<file path="config.mk">
export PLATFORM = sky130hd
export DESIGN_NAME = ir_pulse_distance_frame_decoder_top
export DESIGN_NICKNAME = d
export VERILOG_FILES = /design/src/design/irpd_pkg.sv /design/src/design/ir_pulse_distance_frame_decoder_top.sv /design/src/design/irpd_classify.sv /design/src/design/irpd_queue.sv /design/src/design/irpd_frame.sv
export SDC_FILE = /design/constraint.sdc
export NUM_CORES = 1
export LEC_CHECK = 0
export ABC_AREA = 1
export BUFFER_PORTS_ARGS = -buffer_cell sky130_fd_sc_hd__buf_2
export CORE_MARGIN = 2
export CORE_UTILIZATION = 63
export DETAILED_ROUTE_END_ITERATION = 8
export MAX_ROUTING_LAYER = met4
export PLACE_DENSITY_LB_ADDON = 0.15
export REMOVE_ABC_BUFFERS = 1
export SLEW_MARGIN = 5
export SYNTH_ARGS = -nofsm -noshare
export SYNTH_HDL_FRONTEND = slang
export SYNTH_SLANG_ARGS = --single-unit
</file>
<file path="constraint.sdc">
create_clock -name i_clk -period 9.8 [get_ports i_clk]
set_input_delay 0.49 -clock i_clk [delete_from_list [all_inputs] [get_ports i_clk]]
set_output_delay 0.49 -clock i_clk [all_outputs]
set_load 0.05 [all_outputs]
</file>
<file path="src/design/irpd_pkg.sv">
package irpd_pkg;

    // Payload capacity in 32-bit words
    localparam int PAYLOAD_WORDS = 3;
    localparam int PAY_BITS      = PAYLOAD_WORDS * 32;
    localparam int CNT_W         = $clog2(PAY_BITS + 1);
    localparam int OUT_WORDS     = 3;

    localparam int QUEUE_DEPTH = 2;
    localparam int QPTR_W      = $clog2(QUEUE_DEPTH);

    localparam int TOL_W = 7;
    localparam int DUR_W = 16;
    localparam int NOM_W = 12;
    // (100 + tol) * nominal fits in 20 bits; 100 * duration + 99 in 23 bits
    localparam int BND_W = 20;
    localparam int SCL_W = 23;

    localparam logic [TOL_W-1:0] TOL_RESET = 7'd25;

    localparam int NUM_NOM    = 5;
    localparam int NOM_HMARK  = 0;
    localparam int NOM_HSPACE = 1;
    localparam int NOM_BMARK  = 2;
    localparam int NOM_ONE    = 3;
    localparam int NOM_ZERO   = 4;

    localparam logic [NOM_W-1:0] NOMINAL [NUM_NOM] = '{
        12'd3120, 12'd1570, 12'd560, 12'd1060, 12'd260
    };

    typedef enum logic [2:0] {
        PH_HEADER,
        PH_MAGIC,
        PH_PAYLOAD,
        PH_DONE,
        PH_FAILED
    } t_phase;

    // Classified pulse pair, front to back
    typedef struct packed {
        logic hdr_ok;
        logic bit_ok;
        logic bit_one;
        logic last;
    } t_cls;

    typedef struct packed {
        logic [BND_W-1:0] lo;
        logic [BND_W-1:0] hi;
    } t_bnd;

    // Window bounds scaled by 100: d in window iff 100d+99 >= lo and 100d <= hi
    function automatic t_bnd calc_bnd(logic [TOL_W-1:0] tol, logic [NOM_W-1:0] nom);
        t_bnd b;
        b.hi = BND_W'(8'd100 + {1'b0, tol}) * BND_W'(nom);
        if (tol >= 7'd100) begin
            b.lo = '0;
        end else begin
            b.lo = BND_W'(8'd100 - {1'b0, tol}) * BND_W'(nom);
        end
        return b;
    endfunction

    function automatic logic in_window(logic [DUR_W-1:0] d, t_bnd b);
        logic [SCL_W-1:0] s;
        s = (SCL_W'(d) << 6) + (SCL_W'(d) << 5) + (SCL_W'(d) << 2);
        return ((s + SCL_W'(99)) >= SCL_W'(b.lo)) && (s <= SCL_W'(b.hi));
    endfunction

endpackage

</file>
<file path="src/design/ir_pulse_distance_frame_decoder_top.sv">
// Infrared pulse-distance frame decoder. Each transaction on the input channel is one
// measured mark/space pair; the pair flagged last produces one result transaction with
// validity, the magic word, three payload words and the payload bit count. The block
// takes one pair per cycle: the front end checks both durations against the tolerance
// windows in the accepting cycle and writes the classified pair into a two-entry queue,
// and the frame sequencer retires one queued pair per cycle unless a final pair waits
// on a stalled output. A result is registered at the edge at which its final pair
// leaves the queue. Input ready drops only when the queue is full, which happens when
// a result is held by a stalled output and further pairs arrive. Writing the tolerance
// register updates the window bounds at the same clock edge.
module ir_pulse_distance_frame_decoder_top
    import irpd_pkg::*;
(
    input  logic        i_clk,
    input  logic        i_rst_n,
    input  logic        i_cfg_wr_en,
    input  logic [6:0]  i_cfg_wr_data,
    input  logic        i_in_valid,
    output logic        o_in_ready,
    input  logic [15:0] i_mark_us,
    input  logic [15:0] i_space_us,
    input  logic        i_last_pair,
    output logic        o_out_valid,
    input  logic        i_out_ready,
    output logic        o_frame_valid,
    output logic [31:0] o_magic_word,
    output logic [31:0] o_payload_low,
    output logic [31:0] o_payload_mid,
    output logic [31:0] o_payload_high,
    output logic [6:0]  o_payload_bit_count
);

    t_cls cls;
    t_cls head;
    logic q_full;
    logic q_empty;
    logic q_pop;
    logic q_push;

    assign o_in_ready = !q_full;
    assign q_push     = i_in_valid && !q_full;

    irpd_classify u_classify (
        .i_clk         (i_clk),
        .i_rst_n       (i_rst_n),
        .i_cfg_wr_en   (i_cfg_wr_en),
        .i_cfg_wr_data (i_cfg_wr_data),
        .i_mark_us     (i_mark_us),
        .i_space_us    (i_space_us),
        .i_last_pair   (i_last_pair),
        .o_cls         (cls)
    );

    irpd_queue u_queue (
        .i_clk   (i_clk),
        .i_rst_n (i_rst_n),
        .i_push  (q_push),
        .i_item  (cls),
        .o_full  (q_full),
        .i_pop   (q_pop),
        .o_empty (q_empty),
        .o_head  (head)
    );

    irpd_frame u_frame (
        .i_clk               (i_clk),
        .i_rst_n             (i_rst_n),
        .i_empty             (q_empty),
        .i_head              (head),
        .o_pop               (q_pop),
        .o_out_valid         (o_out_valid),
        .i_out_ready         (i_out_ready),
        .o_frame_valid       (o_frame_valid),
        .o_magic_word        (o_magic_word),
        .o_payload_low       (o_payload_low),
        .o_payload_mid       (o_payload_mid),
        .o_payload_high      (o_payload_high),
        .o_payload_bit_count (o_payload_bit_count)
    );

endmodule

</file>
<file path="src/design/irpd_classify.sv">
module irpd_classify
    import irpd_pkg::*;
(
    input  logic             i_clk,
    input  logic             i_rst_n,
    input  logic             i_cfg_wr_en,
    input  logic [TOL_W-1:0] i_cfg_wr_data,
    input  logic [DUR_W-1:0] i_mark_us,
    input  logic [DUR_W-1:0] i_space_us,
    input  logic             i_last_pair,
    output t_cls             o_cls
);

    t_bnd r_bnd [NUM_NOM];

    // Bounds follow the written tolerance at the same edge
    always_ff @(posedge i_clk) begin
        for (int k = 0; k < NUM_NOM; k++) begin
            if (!i_rst_n) begin
                r_bnd[k] <= calc_bnd(TOL_RESET, NOMINAL[k]);
            end else if (i_cfg_wr_en) begin
                r_bnd[k] <= calc_bnd(i_cfg_wr_data, NOMINAL[k]);
            end
        end
    end

    logic bit_mark;
    logic is_one;
    logic is_zero;

    always_comb begin
        bit_mark     = in_window(i_mark_us, r_bnd[NOM_BMARK]);
        is_one       = bit_mark && in_window(i_space_us, r_bnd[NOM_ONE]);
        is_zero      = bit_mark && in_window(i_space_us, r_bnd[NOM_ZERO]);
        o_cls.hdr_ok = in_window(i_mark_us, r_bnd[NOM_HMARK])
                       && in_window(i_space_us, r_bnd[NOM_HSPACE]);
        o_cls.bit_ok  = is_one || is_zero;
        o_cls.bit_one = is_one;
        o_cls.last    = i_last_pair;
    end

endmodule

</file>
<file path="src/design/irpd_queue.sv">
module irpd_queue
    import irpd_pkg::*;
(
    input  logic i_clk,
    input  logic i_rst_n,
    input  logic i_push,
    input  t_cls i_item,
    output logic o_full,
    input  logic i_pop,
    output logic o_empty,
    output t_cls o_head
);

    t_cls              r_mem [QUEUE_DEPTH];
    logic [QPTR_W-1:0] r_wr_ptr;
    logic [QPTR_W-1:0] r_rd_ptr;
    logic [QPTR_W:0]   r_count;

    assign o_full  = (r_count == (QPTR_W+1)'(QUEUE_DEPTH));
    assign o_empty = (r_count == '0);
    assign o_head  = r_mem[r_rd_ptr];

    always_ff @(posedge i_clk) begin
        if (i_push) begin
            r_mem[r_wr_ptr] <= i_item;
        end
    end

    always_ff @(posedge i_clk) begin
        if (!i_rst_n) begin
            r_wr_ptr <= '0;
            r_rd_ptr <= '0;
            r_count  <= '0;
        end else begin
            if (i_push) begin
                r_wr_ptr <= r_wr_ptr + 1'b1;
            end
            if (i_pop) begin
                r_rd_ptr <= r_rd_ptr + 1'b1;
            end
            if (i_push && !i_pop) begin
                r_count <= r_count + 1'b1;
            end else if (i_pop && !i_push) begin
                r_count <= r_count - 1'b1;
            end
        end
    end

`ifndef SYNTHESIS
    a_count_bound: assert property (@(posedge i_clk) disable iff (!i_rst_n)
        r_count <= (QPTR_W+1)'(QUEUE_DEPTH))
        else $error("queue count beyond depth");
    a_no_pop_empty: assert property (@(posedge i_clk) disable iff (!i_rst_n)
        i_pop |-> !o_empty)
        else $error("pop from empty queue");
    a_no_overflow: assert property (@(posedge i_clk) disable iff (!i_rst_n)
        (o_full && !i_pop) |=> (r_wr_ptr == $past(r_wr_ptr)))
        else $error("queue write pointer moved while full");
`endif

endmodule

</file>
<file path="src/design/irpd_frame.sv">
module irpd_frame
    import irpd_pkg::*;
(
    input  logic        i_clk,
    input  logic        i_rst_n,
    input  logic        i_empty,
    input  t_cls        i_head,
    output logic        o_pop,
    output logic        o_out_valid,
    input  logic        i_out_ready,
    output logic        o_frame_valid,
    output logic [31:0] o_magic_word,
    output logic [31:0] o_payload_low,
    output logic [31:0] o_payload_mid,
    output logic [31:0] o_payload_high,
    output logic [6:0]  o_payload_bit_count
);

    t_phase                          r_phase;
    t_phase                          n_phase;
    logic [CNT_W-1:0]                r_pos;
    logic [CNT_W-1:0]                n_pos;
    logic [31:0]                     r_magic;
    logic [31:0]                     n_magic;
    logic [PAYLOAD_WORDS-1:0][31:0]  r_store;
    logic [PAYLOAD_WORDS-1:0][31:0]  n_store;

    logic                            r_out_valid;
    logic                            r_frame_valid;
    logic [31:0]                     r_magic_out;
    logic [OUT_WORDS-1:0][31:0]      r_words;
    logic [6:0]                      r_count;

    logic                            res_valid;
    logic [OUT_WORDS-1:0][31:0]      res_words;
    logic [6:0]                      res_count;

    // A non-final pair always drains; the final one needs the output slot
    assign o_pop = !i_empty && (!i_head.last || !r_out_valid || i_out_ready);

    // Next state
    always_comb begin
        n_phase = r_phase;
        unique case (r_phase)
            PH_HEADER: begin
                n_phase = i_head.hdr_ok ? PH_MAGIC : PH_FAILED;
            end
            PH_MAGIC: begin
                if (!i_head.bit_ok) begin
                    n_phase = PH_FAILED;
                end else if (r_pos == CNT_W'(31)) begin
                    n_phase = PH_PAYLOAD;
                end
            end
            PH_PAYLOAD: begin
                if (!i_head.bit_ok || r_pos == CNT_W'(PAY_BITS - 1)) begin
                    n_phase = PH_DONE;
                end
            end
            default: begin
                n_phase = r_phase;
            end
        endcase
    end

    // Datapath updates for the pair at the head
    always_comb begin
        n_pos   = r_pos;
        n_magic = r_magic;
        n_store = r_store;
        unique case (r_phase)
            PH_MAGIC: begin
                if (i_head.bit_ok) begin
                    if (i_head.bit_one) begin
                        n_magic[r_pos[4:0]] = 1'b1;
                    end
                    n_pos = (r_pos == CNT_W'(31)) ? '0 : r_pos + 1'b1;
                end
            end
            PH_PAYLOAD: begin
                if (i_head.bit_ok) begin
                    for (int w = 0; w < PAYLOAD_WORDS; w++) begin
                        if (i_head.bit_one && r_pos[CNT_W-1:5] == (CNT_W-5)'(w)) begin
                            n_store[w][r_pos[4:0]] = 1'b1;
                        end
                    end
                    n_pos = r_pos + 1'b1;
                end
            end
            default: begin
                n_pos = r_pos;
            end
        endcase
    end

    always_comb begin
        res_valid = (n_phase == PH_PAYLOAD) || (n_phase == PH_DONE);
        res_words = '0;
        res_count = '0;
        if (res_valid) begin
            for (int w = 0; w < OUT_WORDS; w++) begin
                if (w < PAYLOAD_WORDS) begin
                    res_words[w] = n_store[w];
                end
            end
            res_count = (n_pos > CNT_W'(127)) ? 7'd127 : 7'(n_pos);
        end
    end

    always_ff @(posedge i_clk) begin
        if (!i_rst_n) begin
            r_phase <= PH_HEADER;
            r_pos   <= '0;
            r_magic <= '0;
            r_store <= '0;
        end else if (o_pop) begin
            if (i_head.last) begin
                r_phase <= PH_HEADER;
                r_pos   <= '0;
                r_magic <= '0;
                r_store <= '0;
            end else begin
                r_phase <= n_phase;
                r_pos   <= n_pos;
                r_magic <= n_magic;
                r_store <= n_store;
            end
        end
    end

    always_ff @(posedge i_clk) begin
        if (!i_rst_n) begin
            r_out_valid <= 1'b0;
        end else if (o_pop && i_head.last) begin
            r_out_valid <= 1'b1;
        end else if (i_out_ready) begin
            r_out_valid <= 1'b0;
        end
    end

    always_ff @(posedge i_clk) begin
        if (o_pop && i_head.last) begin
            r_frame_valid <= res_valid;
            r_magic_out   <= res_valid ? n_magic : '0;
            r_words       <= res_words;
            r_count       <= res_count;
        end
    end

    assign o_out_valid         = r_out_valid;
    assign o_frame_valid       = r_frame_valid;
    assign o_magic_word        = r_magic_out;
    assign o_payload_low       = r_words[0];
    assign o_payload_mid       = r_words[1];
    assign o_payload_high      = r_words[2];
    assign o_payload_bit_count = r_count;

`ifndef SYNTHESIS
    a_result_from_last: assert property (@(posedge i_clk) disable iff (!i_rst_n)
        $rose(r_out_valid) |-> $past(o_pop && i_head.last))
        else $error("result raised without a final pair");
    a_header_clean: assert property (@(posedge i_clk) disable iff (!i_rst_n)
        (r_phase == PH_HEADER) |-> (r_pos == '0 && r_magic == '0))
        else $error("stale frame state while awaiting header");
    a_magic_range: assert property (@(posedge i_clk) disable iff (!i_rst_n)
        (r_phase == PH_MAGIC) |-> (r_pos < CNT_W'(32)))
        else $error("magic bit position out of range");
    a_invalid_zero: assert property (@(posedge i_clk) disable iff (!i_rst_n)
        (r_out_valid && !r_frame_valid) |-> (r_magic_out == '0 && r_count == '0))
        else $error("invalid frame carries data");
`endif

endmodule
</file>
==> results.yml, run 1 <==
timing:
  worst-slew-pin-transition_ns: 1.17
  finalMaxSlewViolations: 0
  fin_worst_skew_ns: 0.0166
  maxSlewHeadroom_pct: 22.3
  final-hold-violation-count: 0
  final_min_period_over_clock_period_pct: 56.7
  fin_crit_ns: 5.56
  finalSetupViolCount: 0
  maxClockFrequency_ghz: 0.180
  final_setup_tns_ns: 0
  setup_repair_after_global_routing_missed_its_margin: "false"
setup_path:
  r2r-end: "u_frame.o_magic_word[26]"
  critical_path.slowest_cell: "sky130_fd_sc_hd__fa_1"
  worst_setup_path_start_kind: "input port"
  worst_path_most_repeated_cell: "sky130_fd_sc_hd__inv_1"
  worst-path-max-fanout: 15
  critical_path_required_ns: 10.10
  max_stage_delay_ns: 0.53
  crit_type: "in2reg"
  worst_r2r_path_depth: 8
  r2r_slack_ns: 6.22
  arrival_ns: 5.85
  endpoint_kind: "flip-flop"
detailed_routing:
  remaining_drc_errors: 0
  wl_mm: 74.4
  ant_nets: 0
  wire_per_inst_um: 16.1
  drtIter0Drc: 1793
  detailedRoute.firstPassIterationCount: 6
  route.vias.total: 25047
  detail_route.vias_per_cell: 5.42
floorplanning:
  dieWidth_um: 226
  fp.dieArea_um2: 51100
  placement_rows: 81
  io_pins: 183
  initial_core_utilization_pct: 63.6
  design.core.area_um2: 48800
  floorplan.die.height_um: 226
power_and_ir_drop:
  power-per-cell-area_nw_per_um2: 232
  vdd.ir_drop.worst_uv: 158
  clock_power_share_pct: 21.2
  total_switching_power_uw: 3570
  leakagePower_uw: 0.0158
  power_frac_seq_pct: 30.7
  power_frac_comb_pct: 48.0
  internal_power_uw: 4350
  p_sw_share_pct: 45.1
global_route:
  antenna_found_initial: 3
  grt_max_degree: 102
  overflow: 0
  first_global_vias: 23807
  gr-usage-all-layers_pct: 30.3
  grt_first_pass_wirelength_mm: 120
layout:
  final-instance-count-excl-fill: 4623
  final_layout_size_suffix_gt1_share_pct: 9.91
  area_growth_syn_to_layout_pct: 9.72
  final_nets: 4449
place:
  dp_hpwl_mm: 56.5
  place.detailed.instances: 4534
  numPortBuffers: 182
  gp_routability_congestion: 0.958
clock_tree:
  post_cts_resized: 0
  cts_tree: "done"
  clk-insertion-delay-late_ns: 0.59
  cts_post_setup_buffers_inserted: 0
  cts_sinks: 430
  max-clock-path-buffers: 3
  root_buffer: "sky130_fd_sc_hd__clkbuf_16"
  postCtsHoldBufs: 0
  cts.reportedPaths.clkPinSlew_ns: 0.05
  cts_made_buffers: 46
  number_of_h_tree_branching_levels: 2
synth:
  fraction_of_synthesized_cell_area_taken_by_the_top_area_cell_type_pct: 27.6
  synth_edf_count: 286
  yosys.cell_types.count: 58
  syn_area_per_cell_um2: 8.28
  synth_area_leader_cell: "sky130_fd_sc_hd__edfxtp_1"
  synth_area_um2: 31100
  synthesis_warnings: 0
  synth_seq_cells: 430
  synth_commonest_cells: "sky130_fd_sc_hd__inv_1, sky130_fd_sc_hd__nand2_1, sky130_fd_sc_hd__ha_1"
  synth_sequential_area_ratio_pct: 36.9
  yosys_most_used_dff: "sky130_fd_sc_hd__edfxtp_1"
  synthCells: 3752
  synth_most_common_cell: "sky130_fd_sc_hd__inv_1"
  netlist_top_cells_area: "sky130_fd_sc_hd__edfxtp_1, sky130_fd_sc_hd__ha_1, sky130_fd_sc_hd__dfxtp_1"
  synth_async_reset_ratio_pct: 0
worst_hold_path:
  timing.hold.worst_path_depth: 1
  classification_of_the_worst_slack_hold_path: "in2reg"
  min_delay_worst_endpoint: "u_queue.r_mem[0][0]"
  worstHoldStart: "i_last_pair"
job:
  maxCapViolCount: 0
run_status:
  run_status: "complete, no violations"
layout make-up:
cell class,count,area (um^2)
Clock inverter,18,161
Inverter,783,2940
Clock buffer,68,1310
Antenna cell,3,7.51
Multi-Input combinational cell,2463,16400
Sequential cell,430,11500
Timing Repair Buffer,194,1000
Tap cell,664,831
Fill cell,4026,14800
worst max-delay path, delay by kind of cell:
family | cells | cell delay, ns
adder cells (fa/ha/maj) | 7 | 2.52
buffers and inverters | 9 | 1.25
AND/OR/NAND/NOR | 7 | 0.87
AO/OA/AOI/OAI | 5 | 0.72
metal layers:
layer / track usage [%] / vias up / wire (um)
li1: - / 12653 / -
met4: 10.7 / 0 / 2420
met1: 38.1 / 11526 / 32100
met5: - / - / 0
met3: 3.93 / 149 / 4240
met2: 50.5 / 719 / 35600
worst max-delay path by stage:
stage,from,end,cells after the start
detailed placement,i_cfg_wr_data[0],u_classify.r_bnd[1][35],24
floorplan,u_frame.o_out_valid,u_frame.r_store[0],6
global route,i_cfg_wr_data[0],u_classify.r_bnd[1][38],29
global placement,i_cfg_wr_data[0],u_classify.r_bnd[1][35],24
CTS,i_cfg_wr_data[0],u_classify.r_bnd[1][35],24
finish,i_cfg_wr_data[0],u_classify.r_bnd[1][35],28
metrics by stage:
stage	area [um^2]	total power [uW]	hold WS, ns	utilization (%)	setup WS (ns)
after floorplan	30700	5330	0.425	-	-1.25
after global placement	32600	6180	0.434	66.8	3.79
after detailed placement	32600	6230	0.440	66.8	3.68
after CTS	34100	7920	0.0912	69.8	4.29
after global routing	34100	8470	0.100	69.8	3.81
final	34100	7910	0.115	69.8	4.24
power groups by stage:
stage | Combinational, uW | Clock (uW) | Sequential (uW)
detailed placement | 3760 | 0 | 2470
finish | 3800 | 1680 | 2430
CTS | 3790 | 1700 | 2430
global route | 4250 | 1770 | 2460
global placement | 3710 | 0 | 2460
floorplan | 2130 | 0 | 3200
kinds of logic after synthesis:
| kind of cell | synth area share [%] |
|---|---|
| AO/OA/AOI/OAI | 11.7 |
| XOR/XNOR | 1.44 |
| adder cells (fa/ha/maj) | 21.2 |
| buffers and inverters | 10.5 |
| flip-flops | 36.9 |
| multiplexers | 0.0967 |
| other | 0.0121 |
| AND/OR/NAND/NOR | 18.1 |
sequential cells by signal, summed over array words and instances, names as in the netlist, 2 cells and up, named ones only:
name                         cells
u_classify.r_bnd               142
u_frame.r_store                 96
u_frame.o_magic_word            32
u_frame.o_payload_high          32
u_frame.o_payload_low           32
u_frame.o_payload_mid           32
u_frame.r_magic                 32
u_queue.r_mem                    8
u_frame.o_payload_bit_count      7
u_frame.r_pos                    7
u_frame.r_phase                  3
u_queue.r_count                  2
layout by cell type (no fill, tap or decap), types with 8 or more instances in the layout:
cell / count
sky130_fd_sc_hd__clkinv_2: 8
sky130_fd_sc_hd__xor2_1: 39
sky130_fd_sc_hd__or2_2: 22
sky130_fd_sc_hd__a31oi_1: 18
sky130_fd_sc_hd__a21oi_1: 260
sky130_fd_sc_hd__clkinv_1: 10
sky130_fd_sc_hd__nand4_1: 36
sky130_fd_sc_hd__buf_4: 12
sky130_fd_sc_hd__dfxtp_1: 144
sky130_fd_sc_hd__nor2_2: 17
sky130_fd_sc_hd__inv_1: 764
sky130_fd_sc_hd__nor2_1: 391
sky130_fd_sc_hd__nand3_1: 125
sky130_fd_sc_hd__o31ai_1: 9
sky130_fd_sc_hd__nor3_1: 71
sky130_fd_sc_hd__inv_2: 12
sky130_fd_sc_hd__edfxtp_1: 286
sky130_fd_sc_hd__nand3_2: 8
sky130_fd_sc_hd__ha_1: 417
sky130_fd_sc_hd__a211oi_1: 89
sky130_fd_sc_hd__nand2_2: 37
sky130_fd_sc_hd__nand2_4: 9
sky130_fd_sc_hd__o21bai_1: 8
sky130_fd_sc_hd__a21o_1: 11
sky130_fd_sc_hd__nor2_4: 10
sky130_fd_sc_hd__clkbuf_16: 47
sky130_fd_sc_hd__xnor2_1: 12
sky130_fd_sc_hd__o21ai_0: 218
sky130_fd_sc_hd__clkbuf_1: 16
sky130_fd_sc_hd__fa_1: 69
sky130_fd_sc_hd__buf_2: 182
sky130_fd_sc_hd__nand2_1: 525
(Power assumes the default switching activity.)
==> run 2, diff against run 1 <==
clock period = 5.7 ns   (was 9.8 ns; I/O delays follow)
==> results.yml, run 2 (synthesized netlist as in run 1, its figures left out) <==
run_status:
  run_status: "complete, no violations"
detailed_routing:
  wire_per_inst_um: 16.3
  remaining_drc_errors: 0
  wl_mm: 75.7
  detailedRoute.firstPassIterationCount: 6
  drtIter0Drc: 1942
  route.vias.total: 25179
  detail_route.vias_per_cell: 5.43
  ant_nets: 0
setup_path:
  worst_setup_path_start_kind: "input port"
  max_stage_delay_ns: 0.63
  critical_path.slowest_cell: "sky130_fd_sc_hd__fa_1"
  arrival_ns: 5.24
  endpoint_kind: "flip-flop"
  buffers_and_inverters_on_the_worst_path: 6
  critical_path_required_ns: 6.00
  worst-path-max-fanout: 9
  cpLargestDelayFamily: "adder cells"
  crit_type: "in2reg"
  path_cells: "buf_2 > inv_1 > ha_1 > a21oi_1 > or2_1 > nor2_1 > nor2_2 > clkinv_1 > fa_1 > inv_1 > ha_1 > ha_1 > inv_1 > fa_1 > inv_1 > ha_1 > nand2_1 > o21ai_0 > a31oi_1 > or2_2 > a22oi_1 > a21oi_1 > o21ai_0 > nand2_1"
job:
  maxCapViolCount: 0
clock_tree:
  clk-insertion-delay-late_ns: 0.60
  number_of_h_tree_branching_levels: 2
  root_buffer: "sky130_fd_sc_hd__clkbuf_16"
  cts_sinks: 430
  max-clock-path-buffers: 3
  cts_tree: "done"
  cts.reportedPaths.clkPinSlew_ns: 0.06
  cts_made_buffers: 46
  cts_post_setup_buffers_inserted: 0
floorplanning:
  floorplan.die.height_um: 226
  design.core.area_um2: 48800
  io_pins: 183
  dieWidth_um: 226
  fp.dieArea_um2: 51100
  initial_core_utilization_pct: 63.6
  placement_rows: 81
timing:
  fin_worst_skew_ns: 0.0213
  final_min_period_over_clock_period_pct: 86.7
  maxSlewHeadroom_pct: 27.9
  setup_ws_ns: 0.760
  finalSetupViolCount: 0
  setup_repair_after_global_routing_missed_its_margin: "false"
  final-hold-violation-count: 0
  fin_crit_ns: 4.94
  hold_ws_ns: 0.0267
  final_setup_tns_ns: 0
  maxClockFrequency_ghz: 0.202
  worst-slew-pin-transition_ns: 1.08
  finalMaxSlewViolations: 0
layout:
  mostFrequentLayoutCells: "sky130_fd_sc_hd__inv_1, sky130_fd_sc_hd__nand2_1, sky130_fd_sc_hd__ha_1"
  design_area_um2: 34300
  reg.largest.list: "u_classify.r_bnd: 142 flops, u_frame.r_store: 96 flops"
  final-instance-count-excl-fill: 4635
  largest_reg_flops: 142
  area_growth_syn_to_layout_pct: 10.5
  layout.cells.most_common: "sky130_fd_sc_hd__inv_1"
  final_nets: 4460
  final_layout_size_suffix_gt1_share_pct: 10.3
  regMostFlops: "u_classify.r_bnd"
place:
  numPortBuffers: 182
  place.detailed.instances: 4544
  placed_area_um2: 32700
  pre_cts_ws_ns: 0.220
  dp_hpwl_mm: 57.5
  gp_routability_congestion: 0.939
global_route:
  grt_first_pass_wirelength_mm: 121
  first_global_vias: 24135
  gr-usage-all-layers_pct: 30.8
  antenna_found_initial: 3
  overflow: 0
  grt_max_degree: 104
worst_hold_path:
  classification_of_the_worst_slack_hold_path: "in2reg"
power_and_ir_drop:
  power-per-cell-area_nw_per_um2: 405
  vdd.ir_drop.worst_uv: 337
  leakagePower_uw: 0.0160
run 2: worst paths after layout:
| check | from | to | slack (ns) | depth (start not counted) |
|---|---|---|---|---|
| max reg2reg | flip-flop | u_frame.o_payload_low[13] | 2.36 | 7 |
| min | i_rst_n | u_queue.r_wr_ptr | 0.03 | 3 |
| min reg2reg | u_frame.r_store[77] | u_frame.r_store[77] | 0.45 | 2 |
| max | i_cfg_wr_data[1] | u_classify.r_bnd[1][35] | 0.76 | 24 |
run 2: through the flow:
step	utilization, %	power [uW]
3_5_place_dp	66.9	10800
6_report	70.2	13900
4_1_cts	70.2	13900
2_1_floorplan	-	9170
3_3_place_gp	66.9	10600
5_1_grt	70.2	14800
run 2: cell type report:
type	instances	area [um^2]
Inverter	783	2940
Fill cell	4028	14500
Sequential cell	430	11500
Clock buffer	66	1340
Multi-Input combinational cell	2463	16400
Timing Repair Buffer	205	1100
Tap cell	664	831
Clock inverter	20	256
Antenna cell	4	10.0
run 2: worst register-to-register path: stages, from the launching register on:
cell                      delay (ns)
sky130_fd_sc_hd__dfxtp_1        0.46
sky130_fd_sc_hd__inv_1          0.07
sky130_fd_sc_hd__nand2_1        0.06
sky130_fd_sc_hd__nand2_1        0.06
sky130_fd_sc_hd__nor2_1         0.58
sky130_fd_sc_hd__nor2_4         0.30
sky130_fd_sc_hd__nor2_4         0.87
sky130_fd_sc_hd__buf_12         0.50
run 2: report_power, final:
| part | internal [uW] | leakage [uW] | switching (uW) |
|---|---|---|---|
| Combinational | 1870 | 0.0112 | 4730 |
| Clock | 1830 | 0.000779 | 1290 |
| Sequential | 3980 | 0.00401 | 186 |
run 2: per-layer routing:
layer / GRT usage [%] / vias to the layer above / part of all wire (%)
li1: - / 12690 / -
met1: 38.6 / 11573 / 43
met2: 51.9 / 746 / 48
met3: 3.11 / 170 / 5.4
met4: 11.5 / 0 / 3.7
met5: - / - / 0
run 2: repair_timing:
action,CTS,global route
gates resized for setup,0,0
hold buffers,1,0
hold endpoints to repair,2,0
